File: src/hdl/ple_pkg.sv
// Shared types and constants of the positional list engine.
// No dependencies; used by ple_ctrl, ple_datapath, the top level and the checker.
package ple_pkg;

    // request fields, packed from bit 0 upwards
    localparam int ACT_W       = 4;
    localparam int VAL_W       = 32;
    localparam int POS_W       = 9;
    localparam int ACT_LSB     = 0;
    localparam int VAL_LSB     = ACT_LSB + ACT_W;
    localparam int POS_LSB     = VAL_LSB + VAL_W;
    localparam int IN_TDATA_W  = 48;

    // result fields, packed from bit 0 upwards
    localparam int STAT_W      = 2;
    localparam int RES_W       = 32;
    localparam int CNT_W       = 9;
    localparam int STAT_LSB    = 0;
    localparam int RES_LSB     = STAT_LSB + STAT_W;
    localparam int CNT_LSB     = RES_LSB + RES_W;
    localparam int OUT_TDATA_W = 48;
    localparam int OUT_PAD_W   = OUT_TDATA_W - CNT_LSB - CNT_W;

    typedef enum logic [ACT_W-1:0] {
        ACT_INS_FIRST  = 4'd0,
        ACT_INS_LAST   = 4'd1,
        ACT_INS_AT     = 4'd2,
        ACT_DEL_FIRST  = 4'd3,
        ACT_DEL_LAST   = 4'd4,
        ACT_DEL_AT     = 4'd5,
        ACT_FIND_FIRST = 4'd6,
        ACT_FIND_LAST  = 4'd7,
        ACT_COUNT      = 4'd8,
        ACT_REVERSE    = 4'd9,
        ACT_CLEAR      = 4'd10,
        ACT_READ_AT    = 4'd11
    } t_act;

    typedef enum logic [STAT_W-1:0] {
        ST_OK     = 2'd0,
        ST_BADPOS = 2'd1,
        ST_EMPTY  = 2'd2,
        ST_FULL   = 2'd3
    } t_stat;

    // controller to datapath
    typedef struct packed {
        logic  capture;   // latch the incoming request
        logic  setup;     // clear result, load walk pointers for the action
        logic  rd_ptr;    // read at walk pointer, advance it for shifts and scans
        logic  rd_end;    // read at end pointer
        logic  hold;      // keep read data for a swap
        logic  wr_ptr;    // write read data at walk pointer
        logic  wr_end;    // write held data at end pointer
        logic  swap_adv;  // close in both swap pointers
        logic  put_val;   // write request value at insert index, grow list
        logic  len_dec;   // shrink list by one
        logic  len_clr;   // empty the list
        logic  take_rd;   // result takes read data
        logic  post;      // load output register
        t_stat stat;
    } t_cmd;

    // datapath to controller
    typedef struct packed {
        t_act act;
        logic len_zero;
        logic full;
        logic ins_ok;     // position valid for an insert
        logic del_ok;     // position valid for a delete or read
        logic none;       // walk has no entries to move or visit
        logic walk_last;  // walk pointer sits on its last entry
        logic swap_go;    // swap pointers have not yet met
        logic out_free;   // output register can take a result this cycle
    } t_sts;

endpackage

File: src/hdl/ple_ctrl.sv
// Sequencing state machine of the positional list engine.
// Depends on ple_pkg; drives ple_datapath through t_cmd and reads t_sts.
module ple_ctrl (
    input  logic          i_clk,
    input  logic          i_rst_n,
    input  logic          i_in_valid,
    output logic          o_in_ready,
    input  ple_pkg::t_sts i_sts,
    output ple_pkg::t_cmd o_cmd
);

    typedef enum logic [3:0] {
        S_IDLE,
        S_DECODE,
        S_WALK,
        S_DRAIN,
        S_PUT,
        S_SHRINK,
        S_READ,
        S_READ_W,
        S_SWAP_RA,
        S_SWAP_RB,
        S_SWAP_WA,
        S_SWAP_WB,
        S_POST
    } t_state;

    t_state         r_state, n_state;
    ple_pkg::t_stat r_stat,  n_stat;

    assign o_in_ready = (r_state == S_IDLE);

    always_comb begin
        n_state = r_state;
        n_stat  = r_stat;
        o_cmd   = '0;
        o_cmd.stat = r_stat;
        case (r_state)
            S_IDLE: begin
                if (i_in_valid) begin
                    o_cmd.capture = 1'b1;
                    n_state       = S_DECODE;
                end
            end
            S_DECODE: begin
                o_cmd.setup = 1'b1;
                n_stat      = ple_pkg::ST_OK;
                n_state     = S_POST;
                case (i_sts.act)
                    ple_pkg::ACT_INS_FIRST, ple_pkg::ACT_INS_LAST,
                    ple_pkg::ACT_INS_AT: begin
                        if (i_sts.act == ple_pkg::ACT_INS_AT && !i_sts.ins_ok) begin
                            n_stat = ple_pkg::ST_BADPOS;
                        end else if (i_sts.full) begin
                            n_stat = ple_pkg::ST_FULL;
                        end else if (i_sts.none) begin
                            n_state = S_PUT;
                        end else begin
                            n_state = S_WALK;
                        end
                    end
                    ple_pkg::ACT_DEL_FIRST, ple_pkg::ACT_DEL_LAST,
                    ple_pkg::ACT_DEL_AT: begin
                        if (i_sts.len_zero) begin
                            n_stat = ple_pkg::ST_EMPTY;
                        end else if (i_sts.act == ple_pkg::ACT_DEL_AT && !i_sts.del_ok) begin
                            n_stat = ple_pkg::ST_BADPOS;
                        end else if (i_sts.none) begin
                            n_state = S_SHRINK;
                        end else begin
                            n_state = S_WALK;
                        end
                    end
                    ple_pkg::ACT_FIND_FIRST, ple_pkg::ACT_FIND_LAST,
                    ple_pkg::ACT_COUNT: begin
                        if (!i_sts.len_zero) begin
                            n_state = S_WALK;
                        end
                    end
                    ple_pkg::ACT_REVERSE: begin
                        if (!i_sts.none) begin
                            n_state = S_SWAP_RA;
                        end
                    end
                    ple_pkg::ACT_CLEAR: begin
                        o_cmd.len_clr = 1'b1;
                    end
                    ple_pkg::ACT_READ_AT: begin
                        if (!i_sts.del_ok) begin
                            n_stat = ple_pkg::ST_BADPOS;
                        end else begin
                            n_state = S_READ;
                        end
                    end
                    default: begin
                        n_state = S_POST;
                    end
                endcase
            end
            S_WALK: begin
                o_cmd.rd_ptr = 1'b1;
                if (i_sts.walk_last) begin
                    n_state = S_DRAIN;
                end
            end
            S_DRAIN: begin
                // last read returns this cycle; the datapath retires it itself
                case (i_sts.act)
                    ple_pkg::ACT_INS_FIRST, ple_pkg::ACT_INS_LAST,
                    ple_pkg::ACT_INS_AT: begin
                        n_state = S_PUT;
                    end
                    ple_pkg::ACT_DEL_FIRST, ple_pkg::ACT_DEL_LAST,
                    ple_pkg::ACT_DEL_AT: begin
                        n_state = S_SHRINK;
                    end
                    default: begin
                        n_state = S_POST;
                    end
                endcase
            end
            S_PUT: begin
                o_cmd.put_val = 1'b1;
                n_state       = S_POST;
            end
            S_SHRINK: begin
                o_cmd.len_dec = 1'b1;
                n_state       = S_POST;
            end
            S_READ: begin
                o_cmd.rd_ptr = 1'b1;
                n_state      = S_READ_W;
            end
            S_READ_W: begin
                o_cmd.take_rd = 1'b1;
                n_state       = S_POST;
            end
            S_SWAP_RA: begin
                if (i_sts.swap_go) begin
                    o_cmd.rd_ptr = 1'b1;
                    n_state      = S_SWAP_RB;
                end else begin
                    n_state = S_POST;
                end
            end
            S_SWAP_RB: begin
                o_cmd.hold   = 1'b1;
                o_cmd.rd_end = 1'b1;
                n_state      = S_SWAP_WA;
            end
            S_SWAP_WA: begin
                o_cmd.wr_ptr = 1'b1;
                n_state      = S_SWAP_WB;
            end
            S_SWAP_WB: begin
                o_cmd.wr_end   = 1'b1;
                o_cmd.swap_adv = 1'b1;
                n_state        = S_SWAP_RA;
            end
            S_POST: begin
                if (i_sts.out_free) begin
                    o_cmd.post = 1'b1;
                    n_state    = S_IDLE;
                end
            end
            default: begin
                n_state = S_IDLE;
            end
        endcase
    end

    always_ff @(posedge i_clk) begin
        if (!i_rst_n) begin
            r_state <= S_IDLE;
            r_stat  <= ple_pkg::ST_OK;
        end else begin
            r_state <= n_state;
            r_stat  <= n_stat;
        end
    end

endmodule

File: config.mk
export PLATFORM = sky130hd
export DESIGN_NAME = ple_ctrl
export DESIGN_NICKNAME = d
export VERILOG_FILES = /design/src/hdl/ple_pkg.sv /design/src/hdl/ple_ctrl.sv
export SDC_FILE = /design/constraint.sdc
export NUM_CORES = 1
export LEC_CHECK = 0
export ABC_AREA = 1
export BUFFER_PORTS_ARGS = -buffer_cell sky130_fd_sc_hd__buf_2
export CAP_MARGIN = 20
export CORE_UTILIZATION = 25
export CTS_CLUSTER_DIAMETER = 40
export DETAILED_ROUTE_END_ITERATION = 8
export PLACE_DENSITY = 0.45
export SLEW_MARGIN = 5
export SYNTH_ARGS = -nofsm -noshare
export SYNTH_HDL_FRONTEND = slang
export SYNTH_SLANG_ARGS = --single-unit
File: constraint.sdc
create_clock -name i_clk -period 1.7 [get_ports i_clk]
set_input_delay 0.255 -clock i_clk [delete_from_list [all_inputs] [get_ports i_clk]]
set_output_delay 0.255 -clock i_clk [all_outputs]
set_load 0.01 [all_outputs]
==> After elaboration in Yosys (flattened, before gate mapping) <==
Cells that the tools add are included.
{ "word_totals": {"register_bits": 6, "output_inout_bits": 16, "word_cells": 77} }
{ "classes": {"eq_ne": 26, "mux": 37, "reduce_logical": 12} }
{ "ops": {"columns": ["operator", "count"], "rows": [
  ["case mux 4 bit (11 select lines)", 1],
  ["equality test 4 bit, second input constant", 9],
  ["2-to-1 mux 4 bit", 9],
  ["equality test 4 x 3 -> 1 bit, second input constant", 8],
  ["case mux 4 bit (5 select lines)", 1],
  ["equality test 4 x 2 -> 1 bit, second input constant", 4],
  ["2-to-1 mux 1 bit", 14],
  ["2-to-1 mux 3 bit", 4],
  ["OR reduction 3 bit", 4],
  ["2-to-1 mux 2 bit", 5],
  ["equality test 4 x 1 -> 1 bit, second input constant", 2],
  ["logical NOT 4 bit", 2],
  ["case mux 4 bit (2 select lines)", 1],
  ["inequality test 2 bit, second input constant", 3],
  ["case mux 2 bit (3 select lines)", 1],
  ["AND reduction 3 bit", 1],
  ["logical AND 1 bit", 2],
  ["logical NOT 1 bit", 2],
  ["case mux 1 bit (2 select lines)", 1],
  ["OR reduction 2 bit", 1]
]} }

==> Depth between registers and ports, before layout <==
{ "depth": {"ltp_word": 6, "depth_mapped": 13, "ltp_nobuf": 12} }

==> Worst setup path before layout <==
No wires, ideal clock.
{ "synth_timing": {"path_type": "register to output", "from": "register r_state[3]", "to": "output o_cmd[4] (netlist bit)", "t_arrival_ns": 1.123, "slack_ns": 0.322, "path_stages_with_launch": 6, "path_cell_list": "dfxtp_1 > inv_1 > nand2_1 > nor2_2 > inv_1 > nor3_1"} }
{ "synth_lines": {"columns": ["element", "line", "rtl"], "rows": [
  ["start, declared", "ple_ctrl.sv:28", "t_state r_state, n_state;"],
  ["start signal, assigned", "ple_ctrl.sv:177", "r_state <= n_state;"],
  ["end, declared", "ple_ctrl.sv:9", "output ple_pkg::t_cmd o_cmd"]
]} }

==> run_results.csv <==
group,metric,value,unit
status,status,"complete, no violations",
synth,synth_area_per_cell,5.356,sq um
placed_design,placed_area,914.6,sq um
route,ant_nets,0,
global_routing,grt_pass1_vias,848,
die,dieArea,3200,sq um
timing,hold_viol,0,
setup_path,start_kind,"flop",
worst_hold_path,hold_class,"in2reg",
synth,synth-seq-cells,6,
clock_tree,cts_setup_buffers,0,
setup_path,worstReg2RegStart,"r_state[1]$_SDFFE_PN0P_",
die,fp.coreArea,2781,sq um
worst_hold_path,whs_endpoint,"r_state[3]$_SDFFE_PN0P_",
global_routing,grt_util_all_layers,12.99,%
timing,setup_tns,0,ns
synth,synthCells,139,
die,die_h,56.57,um
global_routing,antenna_found_initial,0,
cells_and_area,syn2layout_area_growth,25.88,%
route,avgViaCountPerCell,4.721,
die,start_util,26.77,%
timing,hold_ws,0.2271,ns
flow_run,cap_viol_max_count,0,
clock_tree,cts-hold-fix-buffers,0,
route,vias,949,
setup_path,worst-endpoint-arrival,1.33,ns
synth,synthTopCellsByArea,"nand2_1 (18%), dfxtp_1 (16%), nand3_1 (12%)",
timing,setup_violations,0,
clock_tree,cts_tree,"done",
power,p_leak,0.5401,nW
route,drtPass1Iterations,4,
setup_path,required,1.44,ns
synth,ys_types,23,
setup_path,crit_path_max_fanout,4,
power,p_int,0.0004963,W
route,wire_per_inst,10.31,um
power,comb_power_share,65.4,%
synth,yosysTopAreaCell,"nand2_1",
clock_tree,cts_buffers,3,
power,p_per_area,1070,nW/um^2
die,num_rows,19,
power,clockPowerShare,13.0,%
route,drtIter0Drc,20,
clock_tree,clockRootBuffer,"clkbuf_4",
setup_path,ff2ff_path_depth,7,
setup_path,r2r_slack,0.41,ns
route,drt_wl_total,2.073,mm
clock_tree,htree_levels,1,
clock_tree,cts_buffer_depth,2,
synth,synth_warnings,0,
timing,fin_worst_skew,0.0007120,ns
synth,synth_nets,154,
timing,worst_pin_slew,0.2594,ns
synth,yosysSeqAreaShare,16.13,%
timing,drv_slew,0,
cells_and_area,drive_gt1_share,30.00,%
cells_and_area,nets,187,
clock_tree,cts_resized,0,
placed_design,dp.final_hpwl,1.813,mm
global_routing,grt_pass1_wl,3.408,mm
timing,max-slew-margin-rel,82.65,%
timing,fmax,630.1,MHz
clock_tree,insertion_delay,0.24,ns
clock_tree,clock-sinks,6,
timing,post-route-min-period,1.587,ns
power,swShare,50.50,%
setup_path,end_kind,"output port",
worst_hold_path,hold_start,"i_rst_n",
worst_hold_path,worstHoldPathCells,3,
clock_tree,clkTransAtPathRegs,0.04,ns
cells_and_area,finalInstanceArea,937.1,sq um
die,die_x,56.57,um
cells_and_area,antenna_cells,0,
route,drc,0,
setup_path,worstSetupPathType,"reg2out",
power,p_seq_share,21.6,%
power,p_switching,0.0005064,W
die,ios,31,
synth,yosysTopAreaCellShare,17.65,%
global_routing,grt_max_degree,9,
timing,rsz0062_at_grt,"true",
setup_path,r2r-end,"r_state[0]$_SDFFE_PN0P_",
power,vdd.ir_drop.worst,0.5174,mV
timing,post-route-period-util,93.36,%
global_routing,grt_overflow_total,0,
power,finalPower,0.001003,W
placed_design,io_buffers,30,
placed_design,routabilityCongestion,0.8049,
synth,synth_area,744.5,sq um
## layer usage
metal	global-route usage, %	vias up	part of all wire (%)
met4	2.787	0	0
li1	-	496	-
met1	15.38	418	44
met3	2.535	0	6.7
met5	0	-	0
met2	23.87	35	49
## flip-flops by register name (all words and copies together), names as in the netlist
| name | cells |
|---|---|
| r_stat | 2 |
| r_state | 4 |
## metrics by stage
step | worst slack, ns | instances | utilization (%)
final | 0.1129 | 201 | 33.69
after global routing | -0.02163 | 201 | 33.69
after CTS | 0.1325 | 201 | 33.69
after detailed placement | 0.3984 | 198 | 32.88
after global placement | 0.3656 | 198 | 32.88
after floorplan | 0.3223 | 139 | -
## cell usage after synthesis, drive strengths merged
master and number:
nand2 36, inv 29, nor2 26, nand3 21
dfxtp 6, a21oi 5, o21ai 4, buf 3
nor3 3, nand4 2, a211oi 1, a22oi 1
a31oi 1, o211ai 1
## worst max-delay path, stage by stage, from the launching register on
cell     delay (ns)
dfxtp_1        0.33
nor2_1         0.21
inv_1          0.10
nor2_1         0.17
inv_1          0.08
nor2_1         0.08
buf_2          0.13
## logic make-up (layout without fill, tap and decap cells)
family	Yosys count	after routing	synth area share [%]
AND/OR/NAND/NOR	88	88	53.78
buffers and inverters	32	63	18.15
AO/OA/AOI/OAI	13	13	11.93
flip-flops	6	6	16.14
## worst max-delay path by stage
stage,endpoint,slack [ns],cells past startpoint,startpoint
2_1_floorplan,o_cmd[4],0.32,5,r_state[3]$_SDFFE_PN0P_
3_3_place_gp,o_cmd[14],0.37,6,r_state[0]$_SDFFE_PN0P_
3_5_place_dp,r_state[3]$_SDFFE_PN0P_,0.40,12,i_sts[10]
4_1_cts,o_cmd[14],0.13,6,r_state[0]$_SDFFE_PN0P_
5_1_grt,o_cmd[12],-0.02,5,r_state[1]$_SDFFE_PN0P_
6_report,o_cmd[14],0.11,6,r_state[0]$_SDFFE_PN0P_
## cell usage in the layout (no fill, tap or decap), drive strengths merged
master and instances:
a211oi 1, a21oi 5, a22oi 1, a31oi 1, buf 31, clkbuf 3, dfxtp 6, inv 29
nand2 36, nand3 21, nand4 2, nor2 26, nor3 3, o211ai 1, o21ai 4
## layout make-up
| cell class | instances | area, sq um |
|---|---|---|
| fill | 331 | 1844 |
| tap | 31 | 38.79 |
| clock buffer | 3 | 22.52 |
| inverter | 29 | 108.9 |
| sequential | 6 | 120.1 |
| multi-input combinational | 101 | 489.2 |
| timing repair buffer | 31 | 157.7 |
## power by group through the flow
stage	logic (W)	clock network, W	registers, W
after floorplan	0.000446	0	0.000213
after global placement	0.000665	0	0.000220
after detailed placement	0.000655	0	0.000218
after CTS	0.000659	0.000136	0.000216
after global routing	0.000733	0.000142	0.000224
final	0.000656	0.000131	0.000217
(Power assumes the default switching activity.)
